===== src/rtl/vpt_pkg.sv =====
`timescale 1ns / 1ps
// ----------------------------------------------------------------------------
// vpt_pkg
// Types, codes and angle helpers shared by the valve positioner modules.
// ----------------------------------------------------------------------------
package vpt_pkg;

    localparam int ANGLE_W   = 9;
    localparam int HYST_W    = 6;
    localparam int TIMEOUT_W = 16;
    localparam int APB_ADDR_W = 5;
    localparam int APB_DATA_W = 32;

    localparam logic [ANGLE_W-1:0]   CLOSED_RST  = 9'd0;
    localparam logic [ANGLE_W-1:0]   TANK_RST    = 9'd90;
    localparam logic [ANGLE_W-1:0]   BARREL_RST  = 9'd180;
    localparam logic [HYST_W-1:0]    HYST_RST    = 6'd5;
    localparam logic [TIMEOUT_W-1:0] TIMEOUT_RST = 16'd5000;

    typedef enum logic [1:0] {
        OP_TICK    = 2'd0,
        OP_MOVE    = 2'd1,
        OP_REFRESH = 2'd2
    } op_t;

    typedef enum logic [1:0] {
        POS_CLOSED = 2'd0,
        POS_TANK   = 2'd1,
        POS_BARREL = 2'd2
    } pos_t;

    typedef enum logic [1:0] {
        DRV_BRAKE    = 2'd0,
        DRV_FORWARD  = 2'd1,
        DRV_BACKWARD = 2'd2
    } drive_t;

    typedef enum logic [2:0] {
        REG_CLOSED  = 3'd0,
        REG_TANK    = 3'd1,
        REG_BARREL  = 3'd2,
        REG_HYST    = 3'd3,
        REG_TIMEOUT = 3'd4
    } reg_idx_t;

    typedef struct packed {
        logic [ANGLE_W-1:0]   closed_angle;
        logic [ANGLE_W-1:0]   tank_angle;
        logic [ANGLE_W-1:0]   barrel_angle;
        logic [HYST_W-1:0]    hysteresis;
        logic [TIMEOUT_W-1:0] timeout_ticks;
    } cfg_t;

    typedef struct packed {
        pos_t low;
        pos_t mid;
        pos_t high;
    } rank_t;

    typedef struct packed {
        drive_t motor_drive;
        logic   busy_res;
        logic   finished;
        logic   succeeded;
        pos_t   position_class;
        pos_t   stored_position;
    } res_t;

    function automatic logic [ANGLE_W-1:0] pos_angle(cfg_t cfg, pos_t p);
        logic [ANGLE_W-1:0] a;
        if (p == POS_TANK) begin
            a = cfg.tank_angle;
        end else if (p == POS_BARREL) begin
            a = cfg.barrel_angle;
        end else begin
            a = cfg.closed_angle;
        end
        return a;
    endfunction

    // compares done one bit wider so that angle plus tolerance cannot wrap
    function automatic logic reached(logic [ANGLE_W-1:0] dest, logic [ANGLE_W-1:0] cur,
                                     logic [ANGLE_W-1:0] start, logic [HYST_W-1:0] hyst);
        logic [ANGLE_W:0] cur_w;
        logic [ANGLE_W:0] dest_w;
        logic [ANGLE_W:0] hyst_w;
        logic             r;
        cur_w  = {1'b0, cur};
        dest_w = {1'b0, dest};
        hyst_w = (ANGLE_W+1)'(hyst);
        priority if (start < dest) begin
            r = (cur_w + hyst_w) >= dest_w;
        end else if (start > dest) begin
            r = cur_w <= (dest_w + hyst_w);
        end else begin
            r = 1'b1;
        end
        return r;
    endfunction

    function automatic rank_t rank_angles(cfg_t cfg);
        logic [ANGLE_W-1:0] a;
        logic [ANGLE_W-1:0] b;
        rank_t              r;
        a      = cfg.barrel_angle;
        b      = cfg.barrel_angle;
        r.low  = POS_BARREL;
        r.high = POS_BARREL;
        if (cfg.closed_angle <= a) begin
            a     = cfg.closed_angle;
            r.low = POS_CLOSED;
        end
        if (cfg.closed_angle >= b) begin
            b      = cfg.closed_angle;
            r.high = POS_CLOSED;
        end
        if (cfg.tank_angle <= a) begin
            r.low = POS_TANK;
        end
        if (cfg.tank_angle >= b) begin
            r.high = POS_TANK;
        end
        priority if (r.high != POS_BARREL && r.low != POS_BARREL) begin
            r.mid = POS_BARREL;
        end else if (r.high != POS_CLOSED && r.low != POS_CLOSED) begin
            r.mid = POS_CLOSED;
        end else begin
            r.mid = POS_TANK;
        end
        return r;
    endfunction

    function automatic pos_t classify(cfg_t cfg, rank_t rk, logic [ANGLE_W-1:0] cur);
        logic [ANGLE_W:0] cur_w;
        logic [ANGLE_W:0] hyst_w;
        pos_t             p;
        cur_w  = {1'b0, cur};
        hyst_w = (ANGLE_W+1)'(cfg.hysteresis);
        priority if (cur_w <= ({1'b0, pos_angle(cfg, rk.low)} + hyst_w)) begin
            p = rk.low;
        end else if ((cur_w + hyst_w) >= {1'b0, pos_angle(cfg, rk.high)}) begin
            p = rk.high;
        end else begin
            p = rk.mid;
        end
        return p;
    endfunction

endpackage


===== src/rtl/vpt_cfg_regs.sv =====
`timescale 1ns / 1ps
// ----------------------------------------------------------------------------
// vpt_cfg_regs
// APB register file holding the position angles, tolerance and timeout.
// ----------------------------------------------------------------------------
module vpt_cfg_regs
    import vpt_pkg::*;
(
    input  logic                  aclk,
    input  logic                  aresetn,
    input  logic                  psel,
    input  logic                  penable,
    input  logic                  pwrite,
    input  logic [APB_ADDR_W-1:0] paddr,
    input  logic [APB_DATA_W-1:0] pwdata,
    output logic [APB_DATA_W-1:0] prdata,
    output logic                  pready,
    output cfg_t                  cfg
);

    cfg_t     cfg_reg;
    cfg_t     cfg_next;
    logic     wr_en;
    reg_idx_t idx;

    assign pready = 1'b1;
    assign wr_en  = psel && penable && pwrite && pready;
    assign idx    = reg_idx_t'(paddr[APB_ADDR_W-1:2]);
    assign cfg    = cfg_reg;

    always_comb begin
        cfg_next = cfg_reg;
        if (wr_en) begin
            unique case (idx)
                REG_CLOSED:  cfg_next.closed_angle  = pwdata[ANGLE_W-1:0];
                REG_TANK:    cfg_next.tank_angle    = pwdata[ANGLE_W-1:0];
                REG_BARREL:  cfg_next.barrel_angle  = pwdata[ANGLE_W-1:0];
                REG_HYST:    cfg_next.hysteresis    = pwdata[HYST_W-1:0];
                REG_TIMEOUT: cfg_next.timeout_ticks = pwdata[TIMEOUT_W-1:0];
                default:     cfg_next = cfg_reg;
            endcase
        end
    end

    always_comb begin
        unique case (idx)
            REG_CLOSED:  prdata = APB_DATA_W'(cfg_reg.closed_angle);
            REG_TANK:    prdata = APB_DATA_W'(cfg_reg.tank_angle);
            REG_BARREL:  prdata = APB_DATA_W'(cfg_reg.barrel_angle);
            REG_HYST:    prdata = APB_DATA_W'(cfg_reg.hysteresis);
            REG_TIMEOUT: prdata = APB_DATA_W'(cfg_reg.timeout_ticks);
            default:     prdata = '0;
        endcase
    end

    always_ff @(posedge aclk) begin
        if (!aresetn) begin
            cfg_reg.closed_angle  <= CLOSED_RST;
            cfg_reg.tank_angle    <= TANK_RST;
            cfg_reg.barrel_angle  <= BARREL_RST;
            cfg_reg.hysteresis    <= HYST_RST;
            cfg_reg.timeout_ticks <= TIMEOUT_RST;
        end else begin
            cfg_reg <= cfg_next;
        end
    end

endmodule


===== src/rtl/vpt_core.sv =====
`timescale 1ns / 1ps
// ----------------------------------------------------------------------------
// vpt_core
// Move state, tick timer, ranking and classification for one request.
// ----------------------------------------------------------------------------
module vpt_core
    import vpt_pkg::*;
#(
    parameter int TIMER_WIDTH = 16
) (
    input  logic               aclk,
    input  logic               aresetn,
    input  logic               step,
    input  cfg_t               cfg,
    input  logic [1:0]         opcode,
    input  logic [1:0]         target_position,
    input  logic [ANGLE_W-1:0] angle_sample,
    output res_t               res
);

    localparam int CMP_W = (TIMER_WIDTH > TIMEOUT_W) ? TIMER_WIDTH : TIMEOUT_W;
    localparam logic [TIMER_WIDTH-1:0] TICK_MAX = '1;

    logic                   moving_reg, moving_next;
    pos_t                   move_target_reg, move_target_next;
    logic [ANGLE_W-1:0]     start_angle_reg, start_angle_next;
    logic [TIMER_WIDTH-1:0] tick_count_reg, tick_count_next;
    pos_t                   cur_pos_reg, cur_pos_next;
    rank_t                  rank_reg, rank_next;

    pos_t                   tgt;
    logic [ANGLE_W-1:0]     dest;
    logic [TIMER_WIDTH-1:0] tick_inc;
    logic                   timed_out;
    drive_t                 drive;
    logic                   fin;
    logic                   ok;

    assign tgt      = (target_position == 2'd3) ? POS_CLOSED : pos_t'(target_position);
    assign dest     = pos_angle(cfg, moving_reg ? move_target_reg : tgt);
    assign tick_inc = (tick_count_reg == TICK_MAX) ? tick_count_reg
                                                   : tick_count_reg + TIMER_WIDTH'(1);
    assign timed_out = (CMP_W'(tick_inc) >= CMP_W'(cfg.timeout_ticks))
                       || (tick_inc == TICK_MAX);

    always_comb begin
        moving_next      = moving_reg;
        move_target_next = move_target_reg;
        start_angle_next = start_angle_reg;
        tick_count_next  = tick_count_reg;
        cur_pos_next     = cur_pos_reg;
        rank_next        = rank_reg;
        drive            = DRV_BRAKE;
        fin              = 1'b0;
        ok               = 1'b0;
        priority if (moving_reg) begin
            tick_count_next = tick_inc;
            priority if (reached(dest, angle_sample, start_angle_reg, cfg.hysteresis)) begin
                moving_next  = 1'b0;
                fin          = 1'b1;
                ok           = 1'b1;
                cur_pos_next = move_target_reg;
            end else if (timed_out) begin
                moving_next = 1'b0;
                fin         = 1'b1;
            end else begin
                drive = (dest > start_angle_reg) ? DRV_FORWARD : DRV_BACKWARD;
            end
        end else if (opcode == OP_MOVE) begin
            priority if (cur_pos_reg == tgt) begin
                fin = 1'b1;
                ok  = 1'b1;
            end else if (reached(dest, angle_sample, angle_sample, cfg.hysteresis)) begin
                fin          = 1'b1;
                ok           = 1'b1;
                cur_pos_next = tgt;
            end else begin
                moving_next      = 1'b1;
                move_target_next = tgt;
                start_angle_next = angle_sample;
                tick_count_next  = '0;
                drive = (dest > angle_sample) ? DRV_FORWARD : DRV_BACKWARD;
            end
        end else if (opcode == OP_REFRESH) begin
            rank_next    = rank_angles(cfg);
            cur_pos_next = classify(cfg, rank_next, angle_sample);
        end else begin
            drive = DRV_BRAKE;
        end
    end

    assign res.motor_drive     = drive;
    assign res.busy_res        = moving_next;
    assign res.finished        = fin;
    assign res.succeeded       = ok;
    assign res.position_class  = classify(cfg, rank_next, angle_sample);
    assign res.stored_position = cur_pos_next;

    always_ff @(posedge aclk) begin
        if (!aresetn) begin
            moving_reg      <= 1'b0;
            move_target_reg <= POS_CLOSED;
            start_angle_reg <= '0;
            tick_count_reg  <= '0;
            cur_pos_reg     <= POS_CLOSED;
            rank_reg.low    <= POS_CLOSED;
            rank_reg.mid    <= POS_TANK;
            rank_reg.high   <= POS_BARREL;
        end else if (step) begin
            moving_reg      <= moving_next;
            move_target_reg <= move_target_next;
            start_angle_reg <= start_angle_next;
            tick_count_reg  <= tick_count_next;
            cur_pos_reg     <= cur_pos_next;
            rank_reg        <= rank_next;
        end
    end

    a_end_reports: assert property (@(posedge aclk) disable iff (!aresetn)
        (step && moving_reg && !moving_next) |-> res.finished)
        else $error("move ended without finish");

    a_drive_only_moving: assert property (@(posedge aclk) disable iff (!aresetn)
        (step && res.motor_drive != DRV_BRAKE) |-> moving_next)
        else $error("motor driven while not moving");

    a_finish_idle: assert property (@(posedge aclk) disable iff (!aresetn)
        (step && res.finished) |-> !moving_next)
        else $error("finished while still moving");

    a_tick_counts: assert property (@(posedge aclk) disable iff (!aresetn)
        (step && moving_reg) |=> tick_count_reg != '0)
        else $error("tick counter did not advance");

endmodule


===== src/rtl/valve_positioner_with_timeout.sv =====
`timescale 1ns / 1ps
// ----------------------------------------------------------------------------
// valve_positioner_with_timeout
// Bang-bang valve positioner with move timeout, position ranking and resync.
// ----------------------------------------------------------------------------
//  channel  | direction | handshake              | payload
//  s_       | in        | s_tvalid / s_tready    | tuser opcode, tdata target + angle
//  m_       | out       | m_tvalid / m_tready    | tdata drive, flags, class, position
//  apb      | in        | psel / penable, pready | closed, tank, barrel, hyst, timeout
//
// one request per cycle sustained while m_tready is high; each request is taken
// into an input register, worked on combinationally and held in the result
// register; m_tvalid rises once the request has passed both registers
// aresetn is synchronous, active low; resets move state, ranking and registers
// a stalled m_ side holds the result; the input register still takes one
// request, then s_tready follows m_tready
// ----------------------------------------------------------------------------
module valve_positioner_with_timeout
    import vpt_pkg::*;
#(
    parameter int TIMER_WIDTH = 16
) (
    input  logic                  aclk,
    input  logic                  aresetn,
    input  logic                  s_tvalid,
    output logic                  s_tready,
    input  logic [15:0]           s_tdata,   // target_position, angle_sample
    input  logic [1:0]            s_tuser,   // opcode
    output logic                  m_tvalid,
    input  logic                  m_tready,
    output logic [15:0]           m_tdata,   // motor_drive, busy_res, finished,
                                             // succeeded, position_class,
                                             // stored_position
    input  logic                  psel,
    input  logic                  penable,
    input  logic                  pwrite,
    input  logic [APB_ADDR_W-1:0] paddr,
    input  logic [APB_DATA_W-1:0] pwdata,
    output logic [APB_DATA_W-1:0] prdata,
    output logic                  pready
);

    cfg_t               cfg;
    res_t               res;
    logic               in_valid_reg;
    logic [1:0]         in_op_reg;
    logic [1:0]         in_tgt_reg;
    logic [ANGLE_W-1:0] in_angle_reg;
    logic               out_valid_reg;
    res_t               out_res_reg;
    logic               advance;

    assign advance  = in_valid_reg && (!out_valid_reg || m_tready);
    assign s_tready = !in_valid_reg || advance;

    vpt_cfg_regs u_cfg (
        .aclk    (aclk),
        .aresetn (aresetn),
        .psel    (psel),
        .penable (penable),
        .pwrite  (pwrite),
        .paddr   (paddr),
        .pwdata  (pwdata),
        .prdata  (prdata),
        .pready  (pready),
        .cfg     (cfg)
    );

    vpt_core #(
        .TIMER_WIDTH (TIMER_WIDTH)
    ) u_core (
        .aclk            (aclk),
        .aresetn         (aresetn),
        .step            (advance),
        .cfg             (cfg),
        .opcode          (in_op_reg),
        .target_position (in_tgt_reg),
        .angle_sample    (in_angle_reg),
        .res             (res)
    );

    always_ff @(posedge aclk) begin
        if (!aresetn) begin
            in_valid_reg <= 1'b0;
        end else if (s_tvalid && s_tready) begin
            in_valid_reg <= 1'b1;
        end else if (advance) begin
            in_valid_reg <= 1'b0;
        end
    end

    always_ff @(posedge aclk) begin
        if (s_tvalid && s_tready) begin
            in_op_reg    <= s_tuser;
            in_tgt_reg   <= s_tdata[1:0];
            in_angle_reg <= s_tdata[ANGLE_W+1:2];
        end
    end

    always_ff @(posedge aclk) begin
        if (!aresetn) begin
            out_valid_reg <= 1'b0;
        end else if (advance) begin
            out_valid_reg <= 1'b1;
        end else if (m_tready) begin
            out_valid_reg <= 1'b0;
        end
    end

    always_ff @(posedge aclk) begin
        if (advance) begin
            out_res_reg <= res;
        end
    end

    assign m_tvalid = out_valid_reg;
    assign m_tdata  = {7'd0,
                       out_res_reg.stored_position,
                       out_res_reg.position_class,
                       out_res_reg.succeeded,
                       out_res_reg.finished,
                       out_res_reg.busy_res,
                       out_res_reg.motor_drive};

endmodule


===== config.mk =====
export PLATFORM = sky130hd
export DESIGN_NAME = valve_positioner_with_timeout
export DESIGN_NICKNAME = d
export VERILOG_FILES = /design/src/rtl/vpt_pkg.sv /design/src/rtl/vpt_cfg_regs.sv /design/src/rtl/vpt_core.sv /design/src/rtl/valve_positioner_with_timeout.sv
export SDC_FILE = /design/constraint.sdc
export NUM_CORES = 1
export LEC_CHECK = 0
export ABC_AREA = 1
export BUFFER_PORTS_ARGS = -buffer_cell sky130_fd_sc_hd__buf_2
export CORE_MARGIN = 2
export CORE_UTILIZATION = 55
export CTS_CLUSTER_DIAMETER = 120
export CTS_CLUSTER_SIZE = 25
export DETAILED_ROUTE_END_ITERATION = 8
export PLACE_DENSITY = 0.87
export SETUP_SLACK_MARGIN = 0.02
export SLEW_MARGIN = 20
export SYNTH_ARGS = -nofsm -noshare
export SYNTH_HDL_FRONTEND = slang
export SYNTH_HIERARCHICAL = 1
export SYNTH_SLANG_ARGS = --single-unit

===== constraint.sdc =====
create_clock -name aclk -period 10.4 [get_ports aclk]
set_input_delay 0 -clock aclk [delete_from_list [all_inputs] [get_ports aclk]]
set_output_delay 0 -clock aclk [all_outputs]
set_load 0.01 [all_outputs]

* After elaboration in Yosys (flattened, before gate mapping) *
Index checks and enable logic that the tools add are counted.

word-level totals
  flip-flop bits (word level) = 109
  latch bits = 0
  memory bits (writable) = 0
  ROM bits = 0
  input port bits = 62
  output and inout port bits = 51
  logic and storage cells = 190
  memories kept = 0

operators by class
  add/sub/neg operators = 5
  multipliers = 0
  div/mod/pow operators = 0
  magnitude comparators = 17
  eq/ne operators = 24
  shift-type cells = 0
  mux-type cells = 93
  bitwise gates (word level) = 3
  reduce and logical (&&, ||, !) cells = 24

operators with widths
  operator                                                          number
  9-bit two-way mux                                                 26
  16-bit two-way mux                                                5
  16-bit case mux with 5 select lines                               1
  2-bit two-way mux                                                 31
  9-bit by 6-bit adder with 10-bit output                           4
  9-bit > comparator                                                4
  16-bit == test (second input constant)                            2
  10-bit by 9-bit greater-or-equal comparator with 1-bit output     3
  9-bit by 10-bit less-or-equal comparator with 1-bit output        3
  1-bit two-way mux                                                 27
  9-bit greater-or-equal comparator                                 2
  9-bit less-or-equal comparator                                    2
  9-bit < comparator                                                2
  6-bit two-way mux                                                 3
  16-bit by 1-bit adder with 16-bit output (second input constant)  1
  16-bit greater-or-equal comparator                                1
  2-bit == test (second input constant)                             7
  2-bit by 1-bit == test with 1-bit output (second input constant)  6
  2-bit AND reduction                                               5
  2-bit nonzero test                                                5
  3-bit by 2-bit == test with 1-bit output (second input constant)  2
  1-bit logical AND                                                 6
  5-bit AND reduction                                               1
  2-bit by 1-bit != test with 1-bit output (second input constant)  2
  9 further kinds                                                   15

* Depth between registers and ports, before layout *
  word-level depth = 28
  depth in mapped cells = 47
  mapped depth without buffers = 46

* Hierarchy *
The synthesis kept the hierarchy.

modules (own cells, without submodules)
  module                         times used  cells each  area each (um^2)
  vpt_core                       1           1,126       7,151.9
  vpt_cfg_regs                   1           415         2,621.3
  valve_positioner_with_timeout  1           43          812.0

* Least setup slack after synthesis *
No wires, ideal clock.

  path kind = register -> register
  start point = register u_cfg.cfg_reg, in the netlist u_cfg/cfg[30]
  end point = register out_res_reg, in the netlist m_tdata[6] (data pin)
  arrival time = 5.661 ns
  data required time = 10.147 ns
  slack = 4.487 ns
  stages on the path, launching flop included = 42
  clock period less this slack = 5.913 ns
  cells stage by stage = dfxtp_1 > inv_1 > ha_1 > nand2_1 > inv_1 > a21oi_1 > nand3_2 > nand2_1 > clkbuf_1 > o21ai_0 > ha_1 > nand2_1 > nor3_1 > nand4_1 > nand2_2 > inv_4 > nand2_2 > o21ai_2 > [... 6 more ...] > a21oi_1 > and2_1 > inv_1 > a21oi_1 > inv_1 > a21oi_1 > nor2_1 > nor2_1 > nor2_2 > xnor2_1 > ha_1 > nand2_1 > o21ai_0 > a21oi_1 > a41oi_1 > nand2_1 > nand2_1 > nand2_1

RTL lines
  item                    RTL line                              RTL
  from (decl)             vpt_cfg_regs.sv:21                    cfg_t cfg_reg;
  from (signal assigned)  vpt_cfg_regs.sv:64                    cfg_reg <= cfg_next;
  to (signal assigned)    valve_positioner_with_timeout.sv:112  out_res_reg <= res;
  to (decl)               valve_positioner_with_timeout.sv:50   res_t out_res_reg;

==> impl_metrics.tcl <==
set metrics [dict create \
    drt-pass1-iter-count 7 \
    maxSlewViolCount 0 \
    slew_headroom 0.3175 \
    vias 10592 \
    wl_um 28700 \
    fillCellCount 1681 \
    multi_input_area_um2 7051 \
    cp_slowest_stage_delay_ns 0.55 \
    globalplace.congestion 0.9341 \
    min_path_type "in2reg" \
    dieArea_um2 20370 \
    peakVddDrop_mv 0.07302 \
    reg2reg_slack_ns 2.72 \
    clkTransAtPathRegs_ns 0.08 \
    die_y_um 142.7 \
    synth_common_cells "nand2_1, inv_1, nor2_1" \
    critPathMostFrequentCell "nand2_1" \
    status "finished clean" \
    powerDensity_nw_per_um2 103.1 \
    clk_latency_ns 0.37 \
    dp_hpwl_um 21510 \
    drt_iter0_drc 844 \
    synth-main-ff-cell "dfxtp_1" \
    r2r-end "m_tdata[6]" \
    via_per_inst 5.601 \
    clockBufferDepth 2 \
    synth_top_area_frac 0.1655 \
    post-route-min-period_ns 7.678 \
    critical_path_buf_inv_count 4 \
    postCtsSetupRepairBufs 0 \
    worstPathMaxFanout 16 \
    synth_enable_flop_cells 22 \
    cts_tree "yes" \
    cp.arrival_ns 7.79 \
    portBuffers 65 \
    largest_reg_flops 49 \
    grt_pass1_vias 9904 \
    layout.nets 1858 \
    slowest_stage "nor2_2" \
    synth.cell_area_um2 10590 \
    syn_avg_cell_area_um2 6.683 \
    start_kind "flip-flop" \
    root_buffer "clkbuf_16" \
    floorplan.initialDensity 0.5640 \
    ctsResizeCount 0 \
    whs_endpoint "u_cfg/cfg[24]" \
    cap_viol_max_count 0 \
    synth_top_area_cell "ha_1" \
    crit_family "simple AND/OR/NAND/NOR gates" \
    htreeDepth 3 \
    fmaxAchievable_mhz 130.2 \
    core_um2 18770 \
    drc 0 \
    period_share 0.7382 \
    fin_ws_ns 2.722 \
    clkSinkCount 109 \
    antenna_found_initial 0 \
    grt_pass1_wl_um 46020 \
    post-route-util 0.6137 \
    cts.hold.buffers_added 32 \
    fin_cells 1891 \
    worstHoldStart "penable" \
    r2r-start "u_cfg/cfg[26]" \
    synth_most_common_cell "nand2_1" \
    yosys_warnings 6 \
    ys_seq_area_frac 0.2270 \
    postRouteAntennaNets 0 \
    setup_viol 0 \
    tightest_slew_ns 1.023 \
    cts_inserted_buffers 9 \
    synth-async-reset-ratio 0 \
    hold_depth 5 \
    netlist_instances 1584 \
    ys_types 50 \
    grt-ovfl-total 0 \
    seqCellArea_um2 2402 \
    yosys-top-cells-area "ha_1, dfxtp_1, nand2_1" \
    criticalPathCategory "reg2reg" \
    synth-seq-cells 109 \
    pre_cts_slack_ns 2.965 \
    layout-drive-gt1-share 0.1002 \
    rows 50 \
    ioPinCount 113 \
    grt_usage 0.2812 \
    r2r_cells 38 \
    syn_to_final_growth_pct 8.806 \
    routedWlPerCell_um 15.18 \
    grt_start_max_net_pins 65 \
    diodes 0 \
    skew_ns 0.01943 \
    finalHoldViolations 0 \
    worstPathRequired_ns 10.51 \
    die_w_um 142.7 \
    end_kind "flip-flop" \
    placedCellCount 1843 \
    p_leak_nw 5.724 \
    setup_tns_ns 0 \
    rsz0062_at_grt "false" \
]
[stage by stage]
| step | area, um^2 | hold slack, ns | total power [mW] |
|---|---|---|---|
| final | 11520 | 0.1449 | 1.188 |
| after global placement | 10900 | 0.1769 | 0.8170 |
| after detailed placement | 10900 | 0.1789 | 0.8336 |
| after global routing | 11520 | 0.1608 | 1.257 |
| after floorplan | 10660 | 0.09887 | 0.7517 |
| after CTS | 11520 | 0.1286 | 1.185 |
[worst min-delay path: cells and delay by family]
kind	cells	cell delay, ns
buffers and inverters	1	0.11
AND/OR/NAND/NOR	4	0.35
[cell usage in the layout (no fill, tap or decap), types with 22 or more instances in the layout]
master,count
dlygate4sd3_1,32
dfxtp_1,87
xor2_1,31
nand3_1,114
conb_1,24
nor2_1,152
inv_1,206
o21ai_0,81
buf_2,65
ha_1,140
a21oi_1,100
edfxtp_1,22
nand2_1,391
[logic make-up after synthesis]
| logic type | synth area share |
|---|---|
| other | 0.001064 |
| buffers and inverters | 0.1148 |
| AO/OA/AOI/OAI | 0.1371 |
| XOR/XNOR | 0.03310 |
| flip-flops | 0.2269 |
| AND/OR/NAND/NOR | 0.3139 |
| adder cells (fa/ha/maj) | 0.1730 |
[metal layers]
| layer | part of all wire | wire, um | vias to the layer above | global-route usage |
|---|---|---|---|---|
| met3 | 0.072 | 2064 | 73 | 0.04628 |
| met4 | 0.035 | 993 | 0 | 0.1115 |
| met1 | 0.41 | 11900 | 4826 | 0.3380 |
| met5 | 0 | 0 | - | 0 |
| met2 | 0.48 | 13740 | 435 | 0.5000 |
| li1 | - | - | 5258 | - |
[cell type report]
type | instances | share of cell area
flip-flops and latches | 109 | 0.2086
clock inverters | 6 | 0.005758
inverters | 214 | 0.07018
multi-input cells | 1218 | 0.6122
repair buffers | 100 | 0.05801
clock buffers | 10 | 0.01988
well taps | 234 | 0.02542
[worst max path at each step]
stage / from / to / slack, ns / depth (start not counted)
after detailed placement: u_cfg/cfg[26] / m_tdata[6] / 2.97 / 38
after CTS: u_cfg/cfg[26] / m_tdata[6] / 2.94 / 38
after global placement: u_cfg/cfg[26] / m_tdata[6] / 3.19 / 39
final: u_cfg/cfg[26] / m_tdata[6] / 2.72 / 38
after global routing: u_cfg/cfg[26] / m_tdata[5] / 2.22 / 38
after floorplan: u_cfg/cfg[30] / m_tdata[6] / 4.49 / 41
[where the power goes]
part / leakage (nW) / switching, mW / internal (mW)
clock: 0.140 / 0.172 / 0.170
sequential: 0.918 / 0.0147 / 0.446
combinational: 4.67 / 0.246 / 0.139
total: 5.72 / 0.433 / 0.754
(Power assumes the default switching activity.)
